File: src/design/mqpub_pkg.sv
package mqpub_pkg;

  // event codes carried on the mode field
  localparam logic [3:0] MODE_START     = 4'd0;
  localparam logic [3:0] MODE_PUBACK    = 4'd1;
  localparam logic [3:0] MODE_PUBREC    = 4'd2;
  localparam logic [3:0] MODE_PUBCOMP   = 4'd3;
  localparam logic [3:0] MODE_TICK      = 4'd4;
  localparam logic [3:0] MODE_RECONNECT = 4'd5;
  localparam logic [3:0] MODE_FORCE_DUP = 4'd6;
  localparam logic [3:0] MODE_RESUME    = 4'd7;
  localparam logic [3:0] MODE_CANCEL    = 4'd8;

  // transmit kinds
  localparam logic [1:0] TX_NONE = 2'd0;
  localparam logic [1:0] TX_PUB  = 2'd1;
  localparam logic [1:0] TX_DUP  = 2'd2;
  localparam logic [1:0] TX_REL  = 2'd3;

  // completion status
  localparam logic [2:0] ST_OK       = 3'd0;
  localparam logic [2:0] ST_PROTO    = 3'd1;
  localparam logic [2:0] ST_INTERNAL = 3'd2;
  localparam logic [2:0] ST_TIMEOUT  = 3'd3;
  localparam logic [2:0] ST_CANCEL   = 3'd4;

  // configuration register indexes
  localparam logic [1:0] REG_QOS_LEVEL        = 2'd0;
  localparam logic [1:0] REG_RESEND_LIMIT     = 2'd1;
  localparam logic [1:0] REG_RESPONSE_TIMEOUT = 2'd2;
  localparam logic [1:0] REG_FULL_ORDERING    = 2'd3;

  // configuration reset values
  localparam logic [1:0]  QOS_RST     = 2'd0;
  localparam logic [7:0]  LIMIT_RST   = 8'd2;
  localparam logic [15:0] TIMEOUT_RST = 16'd2000;

  typedef struct packed {
    logic [1:0]  qos_level;
    logic [7:0]  resend_limit;
    logic [15:0] response_timeout;
    logic        full_ordering;
  } cfg_t;

  typedef struct packed {
    logic [3:0]  mode;
    logic [15:0] packet_id;
    logic        tx_ok;
    logic        order_blocked;
    logic        link_up;
  } evt_t;

  typedef struct packed {
    logic [1:0]  tx_kind;
    logic [15:0] tx_packet_id;
    logic        done_res;
    logic [2:0]  status;
    logic        disconnect;
    logic        is_paused;
  } res_t;

endpackage

File: src/design/mqpub_cfg.sv
module mqpub_cfg (
  input  logic              clk,
  input  logic              rst_n,
  input  logic              cfg_valid,
  output logic              cfg_ready,
  input  logic [1:0]        cfg_index,
  input  logic [15:0]       cfg_data,
  output mqpub_pkg::cfg_t   cfg
);

  mqpub_pkg::cfg_t cfg_r;

  assign cfg_ready = 1'b1;
  assign cfg      = cfg_r;

  always_ff @(posedge clk) begin
    if (!rst_n) begin
      cfg_r.qos_level        <= mqpub_pkg::QOS_RST;
      cfg_r.resend_limit     <= mqpub_pkg::LIMIT_RST;
      cfg_r.response_timeout <= mqpub_pkg::TIMEOUT_RST;
      cfg_r.full_ordering    <= 1'b0;
    end else if (cfg_valid) begin
      unique case (cfg_index)
        mqpub_pkg::REG_QOS_LEVEL:        cfg_r.qos_level        <= cfg_data[1:0];
        mqpub_pkg::REG_RESEND_LIMIT:     cfg_r.resend_limit     <= cfg_data[7:0];
        mqpub_pkg::REG_RESPONSE_TIMEOUT: cfg_r.response_timeout <= cfg_data;
        mqpub_pkg::REG_FULL_ORDERING:    cfg_r.full_ordering    <= cfg_data[0];
        default: ;
      endcase
    end
  end

endmodule

File: src/design/mqpub_core.sv
module mqpub_core (
  input  logic              clk,
  input  logic              rst_n,
  input  logic              advance,
  input  mqpub_pkg::cfg_t   cfg,
  input  mqpub_pkg::evt_t   evt,
  output mqpub_pkg::res_t   res
);

  typedef enum logic [1:0] {PH_IDLE, PH_PAUSED, PH_ACTIVE} phase_t;

  phase_t      phase_r, phase_nxt;
  logic        acked_r, acked_nxt;
  logic [7:0]  attempts_r, attempts_nxt;
  logic [15:0] countdown_r, countdown_nxt;
  logic        timer_r, timer_nxt;
  logic [15:0] held_r, held_nxt;

  always_comb begin
    logic       qos0, qos1, qos2;
    logic       can_send, match;
    logic       do_finish;
    logic [2:0] fin_status;
    logic       fin_disc;
    logic       first_req;
    logic [2:0] first_fail_status;
    logic       resend_req;
    logic [7:0] att_base;

    qos0 = (cfg.qos_level == 2'd0);
    qos1 = (cfg.qos_level == 2'd1);
    qos2 = cfg.qos_level[1];
    can_send = !(cfg.full_ordering && evt.order_blocked);
    match = (evt.packet_id == held_r);

    phase_nxt     = phase_r;
    acked_nxt     = acked_r;
    attempts_nxt  = attempts_r;
    countdown_nxt = countdown_r;
    timer_nxt     = timer_r;
    held_nxt      = held_r;

    res = '0;
    do_finish = 1'b0;
    fin_status = mqpub_pkg::ST_OK;
    fin_disc = 1'b0;
    first_req = 1'b0;
    first_fail_status = mqpub_pkg::ST_CANCEL;
    resend_req = 1'b0;
    att_base = attempts_r;

    unique case (evt.mode)
      mqpub_pkg::MODE_START: begin
        if (phase_r == PH_IDLE) begin
          acked_nxt = 1'b0;
          held_nxt = qos0 ? 16'd0 : evt.packet_id;
          if (!can_send) begin
            phase_nxt = PH_PAUSED;
          end else begin
            first_req = 1'b1;
            first_fail_status = mqpub_pkg::ST_CANCEL;
          end
        end
      end
      mqpub_pkg::MODE_PUBACK: begin
        if (phase_r == PH_ACTIVE && match) begin
          do_finish = 1'b1;
          fin_status = qos1 ? mqpub_pkg::ST_OK : mqpub_pkg::ST_PROTO;
          fin_disc = !qos1;
        end
      end
      mqpub_pkg::MODE_PUBREC: begin
        if (phase_r == PH_ACTIVE && match) begin
          if (!qos2 || acked_r) begin
            do_finish = 1'b1;
            fin_status = mqpub_pkg::ST_PROTO;
            fin_disc = 1'b1;
          end else begin
            acked_nxt = 1'b1;
            res.tx_kind = mqpub_pkg::TX_REL;
            res.tx_packet_id = held_r;
            if (!evt.tx_ok) begin
              do_finish = 1'b1;
              fin_status = mqpub_pkg::ST_INTERNAL;
            end else begin
              attempts_nxt = 8'd1;
              countdown_nxt = cfg.response_timeout;
              timer_nxt = 1'b1;
            end
          end
        end
      end
      mqpub_pkg::MODE_PUBCOMP: begin
        if (phase_r != PH_IDLE && match) begin
          do_finish = 1'b1;
          if (!qos2 || !acked_r) begin
            fin_status = mqpub_pkg::ST_PROTO;
            fin_disc = 1'b1;
          end
        end
      end
      mqpub_pkg::MODE_TICK: begin
        if (phase_r == PH_ACTIVE && timer_r && evt.link_up) begin
          if (countdown_r <= 16'd1) begin
            countdown_nxt = 16'd0;
            timer_nxt = 1'b0;
            resend_req = 1'b1;
          end else begin
            countdown_nxt = countdown_r - 16'd1;
          end
        end
      end
      mqpub_pkg::MODE_RECONNECT: begin
        if (phase_r == PH_ACTIVE) begin
          if (attempts_r != 8'd0) att_base = attempts_r - 8'd1;
          attempts_nxt = att_base;
          timer_nxt = 1'b0;
          countdown_nxt = 16'd0;
          resend_req = 1'b1;
        end
      end
      mqpub_pkg::MODE_FORCE_DUP: begin
        if (phase_r == PH_ACTIVE) resend_req = 1'b1;
      end
      mqpub_pkg::MODE_RESUME: begin
        if (phase_r == PH_PAUSED && can_send) begin
          first_req = 1'b1;
          first_fail_status = mqpub_pkg::ST_INTERNAL;
        end
      end
      mqpub_pkg::MODE_CANCEL: begin
        if (phase_r != PH_IDLE) begin
          do_finish = 1'b1;
          fin_status = mqpub_pkg::ST_CANCEL;
        end
      end
      default: ;
    endcase

    // first PUBLISH of the operation
    if (first_req) begin
      res.tx_kind = mqpub_pkg::TX_PUB;
      res.tx_packet_id = held_nxt;
      if (!evt.tx_ok) begin
        do_finish = 1'b1;
        fin_status = first_fail_status;
      end else if (qos0) begin
        do_finish = 1'b1;
        fin_status = mqpub_pkg::ST_OK;
      end else begin
        attempts_nxt = 8'd1;
        phase_nxt = PH_ACTIVE;
        countdown_nxt = cfg.response_timeout;
        timer_nxt = 1'b1;
      end
    end

    // resend: duplicate PUBLISH, or PUBREL once PUBREC was seen
    if (resend_req) begin
      if (att_base >= cfg.resend_limit) begin
        do_finish = 1'b1;
        fin_status = mqpub_pkg::ST_TIMEOUT;
      end else begin
        res.tx_kind = acked_r ? mqpub_pkg::TX_REL : mqpub_pkg::TX_DUP;
        res.tx_packet_id = held_r;
        if (!evt.tx_ok) begin
          do_finish = 1'b1;
          fin_status = mqpub_pkg::ST_INTERNAL;
        end else begin
          attempts_nxt = (att_base == 8'hFF) ? att_base : att_base + 8'd1;
          countdown_nxt = cfg.response_timeout;
          timer_nxt = 1'b1;
        end
      end
    end

    // completion drops the operation back to reset state
    if (do_finish) begin
      res.done_res = 1'b1;
      res.status = fin_status;
      res.disconnect = fin_disc;
      phase_nxt = PH_IDLE;
      acked_nxt = 1'b0;
      attempts_nxt = 8'd0;
      countdown_nxt = 16'd0;
      timer_nxt = 1'b0;
      held_nxt = 16'd0;
    end

    res.is_paused = (phase_nxt == PH_PAUSED);
  end

  always_ff @(posedge clk) begin
    if (!rst_n) begin
      phase_r     <= PH_IDLE;
      acked_r     <= 1'b0;
      attempts_r  <= 8'd0;
      countdown_r <= 16'd0;
      timer_r     <= 1'b0;
      held_r      <= 16'd0;
    end else if (advance) begin
      phase_r     <= phase_nxt;
      acked_r     <= acked_nxt;
      attempts_r  <= attempts_nxt;
      countdown_r <= countdown_nxt;
      timer_r     <= timer_nxt;
      held_r      <= held_nxt;
    end
  end

endmodule

File: src/design/mqtt_publish_qos_handshake_unit.sv
// Sender side of one MQTT 3.1.1 PUBLISH exchange at QoS 0, 1 or 2. Every event transfer
// on the in_ channel yields exactly one result transfer on the out_ channel, in order.
// An event is captured in an input register, resolved against the exchange state by
// combinational compare-and-count logic, and lands in an output register; a new event
// is taken every cycle as long as the output side keeps draining, so the sustained rate
// is one event per cycle. Configuration writes are always ready and take effect on the
// next event; write them only while no event is in flight.
module mqtt_publish_qos_handshake_unit (
  input  logic        clk,
  input  logic        rst_n,
  input  logic        cfg_valid,
  output logic        cfg_ready,
  input  logic [1:0]  cfg_index,
  input  logic [15:0] cfg_data,
  input  logic        in_valid,
  output logic        in_ready,
  input  logic [3:0]  in_mode,
  input  logic [15:0] in_packet_id,
  input  logic        in_tx_ok,
  input  logic        in_order_blocked,
  input  logic        in_link_up,
  output logic        out_valid,
  input  logic        out_ready,
  output logic [1:0]  out_tx_kind,
  output logic [15:0] out_tx_packet_id,
  output logic        out_done_res,
  output logic [2:0]  out_status,
  output logic        out_disconnect,
  output logic        out_is_paused
);

  mqpub_pkg::cfg_t cfg;
  mqpub_pkg::evt_t evt_r;
  mqpub_pkg::res_t res, res_r;
  logic            in_valid_r;
  logic            out_valid_r;
  logic            advance;

  // move the held event into the result register when that slot is free or draining
  assign advance  = in_valid_r && (!out_valid_r || out_ready);
  assign in_ready = !in_valid_r || advance;

  mqpub_cfg u_cfg (
    .clk       (clk),
    .rst_n     (rst_n),
    .cfg_valid (cfg_valid),
    .cfg_ready (cfg_ready),
    .cfg_index (cfg_index),
    .cfg_data  (cfg_data),
    .cfg       (cfg)
  );

  mqpub_core u_core (
    .clk     (clk),
    .rst_n   (rst_n),
    .advance (advance),
    .cfg     (cfg),
    .evt     (evt_r),
    .res     (res)
  );

  always_ff @(posedge clk) begin
    if (!rst_n) begin
      in_valid_r  <= 1'b0;
      out_valid_r <= 1'b0;
    end else begin
      if (in_ready) in_valid_r <= in_valid;
      if (advance) out_valid_r <= 1'b1;
      else if (out_ready) out_valid_r <= 1'b0;
    end
  end

  always_ff @(posedge clk) begin
    if (in_valid && in_ready) begin
      evt_r.mode          <= in_mode;
      evt_r.packet_id     <= in_packet_id;
      evt_r.tx_ok         <= in_tx_ok;
      evt_r.order_blocked <= in_order_blocked;
      evt_r.link_up       <= in_link_up;
    end
    if (advance) res_r <= res;
  end

  assign out_valid        = out_valid_r;
  assign out_tx_kind      = res_r.tx_kind;
  assign out_tx_packet_id = res_r.tx_packet_id;
  assign out_done_res     = res_r.done_res;
  assign out_status       = res_r.status;
  assign out_disconnect   = res_r.disconnect;
  assign out_is_paused    = res_r.is_paused;

endmodule
File: config.mk
export PLATFORM = sky130hd
export DESIGN_NAME = mqtt_publish_qos_handshake_unit
export DESIGN_NICKNAME = d
export VERILOG_FILES = /design/src/design/mqpub_pkg.sv /design/src/design/mqpub_cfg.sv /design/src/design/mqpub_core.sv /design/src/design/mqtt_publish_qos_handshake_unit.sv
export SDC_FILE = /design/constraint.sdc
export NUM_CORES = 1
export LEC_CHECK = 0
export BUFFER_PORTS_ARGS = -buffer_cell sky130_fd_sc_hd__buf_2
export CAP_MARGIN = 0
export CORE_MARGIN = 2
export CORE_UTILIZATION = 40
export CTS_CLUSTER_DIAMETER = 40
export DETAILED_ROUTE_END_ITERATION = 12
export MAX_ROUTING_LAYER = met4
export REMOVE_ABC_BUFFERS = 1
export SYNTH_ARGS = -nofsm -noshare
export SYNTH_HDL_FRONTEND = slang
export SYNTH_HIERARCHICAL = 1
export SYNTH_SLANG_ARGS = --single-unit
File: constraint.sdc
create_clock -name clk -period 5.1 [get_ports clk]
set_input_delay 0.765 -clock clk [delete_from_list [all_inputs] [get_ports clk]]
set_output_delay 0.765 -clock clk [all_outputs]
set_load 0.02 [all_outputs]
==> flow_summary.ini, run 1 <==
[route]
wl_met1_um = 7930
highest-signal-layer = met4
wl_met2_um = 8160
wirelength_um = 17400
drt_iter0_markers = 390
ant_nets = 0
wl_met3_um = 853
via_count = 5680
post_drt_wl_per_cell_um = 17.8
drc_errors = 0
drt-vias-per-instance = 5.83
first_pass_iters = 5

[sta]
max_freq_ghz = 0.228
skew_ns = 0.0220
fin_crit_sh = 0.860
final_hold_viol_count = 0
worstMarginPinSlew_ns = 1.24
setup_viol = 0
slew_headroom = 0.173
final-max-slew-violation-count = 0
rsz0062_at_grt = false
period_needed_ns = 4.39
finalSetupTns_ns = 0

[synth]
synth-compound-area-share = 0.215
synthMuxAreaShare = 0.0415
synth.avg_cell_area_um2 = 9.66
synthSimpleGateAreaFrac = 0.203
ys_seq_area_frac = 0.431
async_flop_share = 0
synth-edff-count = 47
yosys.area.top_type = dfxtp_1
synth_top_family_by_area = compound AO/OA/AOI/OAI gates
ys_ff_latch = 120
ys_warn_count = 6
synth_cell_type_count = 85
syn_inst = 690
syn-cell-area_um2 = 6660
ys.flop_type = dfxtp_1
synth_fa_ha_area_frac = 0.0244
synth_area_leaders = dfxtp_1, edfxtp_1, a22o_1
yosys.area.top_type_share = 0.219
synthXorXnorAreaFrac = 0.0263

[critical_path]
arrival_ns = 4.74
r2r_cells = 13
critPathRequiredTime_ns = 5.45
worstSetupPathType = register to register
crit_fanout = 16
r2r_end = u_core/held_r[10]
r2r-start = u_core/attempts_r[0]
reg2reg_slack_ns = 0.71
cp-start-kind = register
critPathLaunch = u_core/attempts_r[0]
endpoint_kind = register

[worst_hold_path]
hold_start = u_cfg/cfg[14]
whs_path_depth = 2
hold_class = register to register
min_to = u_cfg/cfg[14]

[placement]
place.port_buffers = 71
place_area_um2 = 7110
place_congestion = 0.983
dp_hpwl_um = 12500

[power]
p_leak_nw = 2.96
vdd_ir_drop_max_mv = 0.223
power_density_nw_per_um2 = 311

[grt]
grt_overflow = 0
grt_pass1_wl_um = 27900
grt_use_total = 0.206
antenna_found_initial = 0
grt_pass1_vias = 5436
grt_start_max_net_pins = 50

[clock_tree]
path_clk_slew_ns = 0.06
cts_tree = yes
numClockSinks = 120
post_cts_buffers = 0
cts_buffer_depth = 2
ctsResizeCount = 0
clock_latency_ns = 0.43
cts_htree_levels = 4
hold_buffers = 0
cts_made_buffers = 17
cts-root-buf = clkbuf_16

[floorplan]
dieArea_um2 = 17700
initial_utilization = 0.406
die_h_um = 133
core-area_um2 = 16400
rows = 47
die_x_um = 133
pin_count = 73

[cells_and_area]
fin_area_um2 = 7690
layout.nets = 801
antenna_cells = 0
drive_gt1_frac = 0.196
syn_to_final_growth_pct = 15.5

[status]
outcome = complete, no violations

[job]
max-cap-violations = 0
[layout by cell type, fill, tap and decap left out, types with 6 or more instances in the layout]
cell type / count
dfxtp_1: 73
buf_2: 71
nand2_1: 67
edfxtp_1: 47
a21oi_1: 40
a22o_1: 34
inv_1: 32
o21ai_0: 31
nor2_1: 30
mux2i_1: 25
nor3_1: 22
clkbuf_16: 17
xor2_1: 17
nand3_1: 16
ha_1: 13
o211ai_1: 10
nor4_1: 10
and2_1: 10
a221o_1: 10
buf_4: 9
nand2b_1: 8
inv_6: 7
nand4b_1: 7
a31oi_1: 7
nand4_1: 7
or2_2: 6
a211oi_1: 6
[per-layer routing]
metal / global-route usage / vias up
li1: - / 2712
met1: 0.266 / 2742
met2: 0.313 / 193
met3: 0.0418 / 33
met4: 0.0938 / 0
met5: - / -
[synth_stat cells, types with 8 or more instances]
cell and n:
a22o_1 34, nand3_1 16, o21ai_0 31, a21oi_1 41, nor3_1 22, buf_2 14, xor2_1 17, edfxtp_1 47
nand2_1 67, inv_1 32, ha_1 13, mux2i_1 25, clkbuf_1 20, a221o_1 10, o211ai_1 10, nand2b_1 8
nor4_1 10, nor2_1 30, dfxtp_1 73, and2_1 10
[registers in the layout (all words and copies together), names as in the netlist, 2 cells and up]
signal	count
u_core/held_r	16
u_core/countdown_r	16
u_core/attempts_r	8
out_tx_kind	2
evt_r	23
u_core/phase_r	2
out_tx_packet_id	16
out_status	3
u_cfg/cfg	27
[through the flow]
step	hold slack (ns)	power (W)	cells	util	setup WS, ns
finish	0.462	0.00239	975	0.469	0.714
global route	0.482	0.00248	975	0.469	0.372
CTS	0.464	0.00241	975	0.469	0.803
detailed placement	0.452	0.00121	943	0.433	0.824
global placement	0.445	0.00121	943	0.433	0.976
floorplan	0.425	0.00114	643	-	1.40
[power breakdown]
part	switching, W	internal [W]	leakage (nW)
combinational	0.0000907	0.0000512	1.64
sequential	0.0000248	0.00103	1.04
clock	0.000494	0.000704	0.289
total	0.000610	0.00178	2.96
[cell type report]
class	count	area, um^2
fillers	1535	8710
clock inverters	14	150
inverters	32	120
repair buffers	80	423
clock buffers	18	439
well taps	220	275
multi-input cells	491	3410
flip-flops and latches	120	2870
[how the worst max path moves through the flow]
stage / end / slack [ns]
2_1_floorplan: u_core/held_r[0] / 1.40
3_3_place_gp: u_core/held_r[13] / 0.98
3_5_place_dp: u_core/held_r[5] / 0.82
4_1_cts: u_core/held_r[10] / 0.80
5_1_grt: u_core/held_r[7] / 0.37
6_report: u_core/held_r[10] / 0.71
[logic make-up (layout without fill, tap and decap cells)]
kind of cell | count (synthesis) | in the layout
adder cells (fa/ha/maj) | 13 | 13
AND/OR/NAND/NOR | 234 | 234
multiplexers | 27 | 27
flip-flops | 120 | 120
buffers and inverters | 79 | 144
AO/OA/AOI/OAI | 196 | 196
other | 1 | 1
XOR/XNOR | 20 | 20
[worst max-delay path, cell delays in order (launching register included)]
cell,delay [ns]
dfxtp_1,0.40
inv_1,0.18
ha_1,0.20
or4b_1,0.56
o211ai_2,0.46
o21ai_0,0.26
ha_1,0.24
a211oi_1,0.22
o21ai_0,0.11
a21oi_1,0.35
a21oi_1,0.24
nor3_2,0.24
and3b_1,0.63
a22o_1,0.23
No activity file was read; power rests on OpenSTA's default activity.
==> inputs of run 2 (changes only) <==
RECOVER_POWER = 25   (was unset)
==> run 2 against run 1 <==
Against the previous run: the flow now finishes with violations (capacitance limit, slew limit); sequential share of layout area grew 0.11 points; design area is 0.29% lower; global-route usage unchanged; sequential power about the same; core utilization is 0.14 points lower; fmax shrank 0.11%; clock-buffer cell count stayed put; total power is essentially flat; via count decreased by 0.18%; die area is the same; clock power about the same; critical endpoint unchanged.
==> flow_summary.ini, run 2 (same netlist as run 1, synthesis figures left out) <==
[grt]
grt_start_max_net_pins = 50
grt_overflow = 0
grt_use_total = 0.206
grt_pass1_wl_um = 27900
grt_pass1_vias = 5436
antenna_found_initial = 0

[critical_path]
reg2reg_slack_ns = 0.71
critPathRequiredTime_ns = 5.45
r2r-start = u_core/attempts_r[0]
r2r_end = u_core/held_r[10]
r2r_cells = 13
endpoint_kind = register
arrival_ns = 4.75
cp-start-kind = register
worstSetupPathType = register to register
crit_fanout = 16

[floorplan]
core-area_um2 = 16400
die_x_um = 133
pin_count = 73
initial_utilization = 0.406
rows = 47
die_h_um = 133
dieArea_um2 = 17700

[worst_hold_path]
hold_class = register to register
hold_start = u_cfg/cfg[14]
min_to = u_cfg/cfg[14]
whs_path_depth = 2

[status]
violations = capacitance limit, slew limit
outcome = finished, violations left

[sta]
final-max-slew-violation-count = 50
worstMarginPinSlew_ns = 2.02
max_freq_ghz = 0.228
final_hold_viol_count = 0
rsz0062_at_grt = false
fin_crit_sh = 0.861
skew_ns = 0.0170
finalSetupTns_ns = 0
setup_viol = 0
slew_headroom = -0.349
fin_ws_ns = 0.709
period_needed_ns = 4.39

[clock_tree]
cts_htree_levels = 4
cts_made_buffers = 17
numClockSinks = 120
cts_tree = yes
cts-root-buf = clkbuf_16
ctsResizeCount = 0
hold_buffers = 0
path_clk_slew_ns = 0.06
cts_buffer_depth = 2
clock_latency_ns = 0.43
post_cts_buffers = 0

[placement]
placed_cells_incl_taps = 943
place_area_um2 = 7110
place_congestion = 0.983
place.port_buffers = 71
dp_hpwl_um = 12500
pre_cts_slack_ns = 0.824

[cells_and_area]
drive_gt1_frac = 0.188
fin_area_um2 = 7670
layout.nets = 801
layout_commonest_cell = dfxtp_1
final_cells = 975
largest_register_ffs = 27
final_core_util = 0.468
most-common-layout-cells = dfxtp_1, buf_2, nand2_1
syn_to_final_growth_pct = 15.2
antenna_cells = 0

[route]
ant_nets = 0
post_drt_wl_per_cell_um = 17.8
wirelength_um = 17400
drt_iter0_markers = 377
via_count = 5670
first_pass_iters = 6
drc_errors = 0
drt-vias-per-instance = 5.82

[power]
p_leak_nw = 2.95
power_density_nw_per_um2 = 311
vdd_ir_drop_max_mv = 0.224

[job]
max-cap-violations = 1
## run 2: worst max path at each step
stage	startpoint	end	slack, ns	depth (start not counted)
5_1_grt	u_core/attempts_r[0]	u_core/held_r[7]	0.37	13
3_5_place_dp	u_core/attempts_r[0]	u_core/held_r[5]	0.82	13
2_1_floorplan	u_core/attempts_r[0]	u_core/held_r[0]	1.40	13
3_3_place_gp	u_core/attempts_r[0]	u_core/held_r[13]	0.98	13
4_1_cts	u_core/attempts_r[0]	u_core/held_r[10]	0.80	13
6_report	u_core/attempts_r[0]	u_core/held_r[10]	0.71	13
## run 2: metrics by stage
stage / total power (W) / hold WS [ns]
finish: 0.00239 / 0.462
global route: 0.00247 / 0.482
CTS: 0.00241 / 0.464
detailed placement: 0.00121 / 0.452
global placement: 0.00121 / 0.445
floorplan: 0.00114 / 0.425
## run 2: layer usage
layer  track usage  wire length, um  vias up
met5             -                0        -
met4        0.0938              398        0
met3        0.0418              863       29
met2         0.313             8150      186
met1         0.266             7950     2742
li1              -                -     2713
## run 2: final cells by class
type	count	area, um^2
Timing Repair Buffer	80	419
Sequential cell	120	2870
Fill cell	1539	8730
Tap cell	220	275
Clock buffer	18	439
Multi-Input combinational cell	491	3400
Inverter	32	120
Clock inverter	14	150
## run 2: critical path, stage by stage (launching register included)
cell and delay (ns):
dfxtp_1 0.40, inv_1 0.18, ha_1 0.20, or4b_1 0.56
o211ai_2 0.46, o21ai_0 0.26, ha_1 0.24, a211oi_1 0.22
o21ai_0 0.11, a21oi_1 0.35, a21oi_1 0.24, nor3_2 0.24
and3b_1 0.64, a22o_1 0.23
## run 2: power by group
group	leakage [nW]	internal, W	switching, W
combinational	1.62	0.0000503	0.0000905
clock	0.289	0.000704	0.000493
sequential	1.04	0.00103	0.0000247
total	2.95	0.00178	0.000608
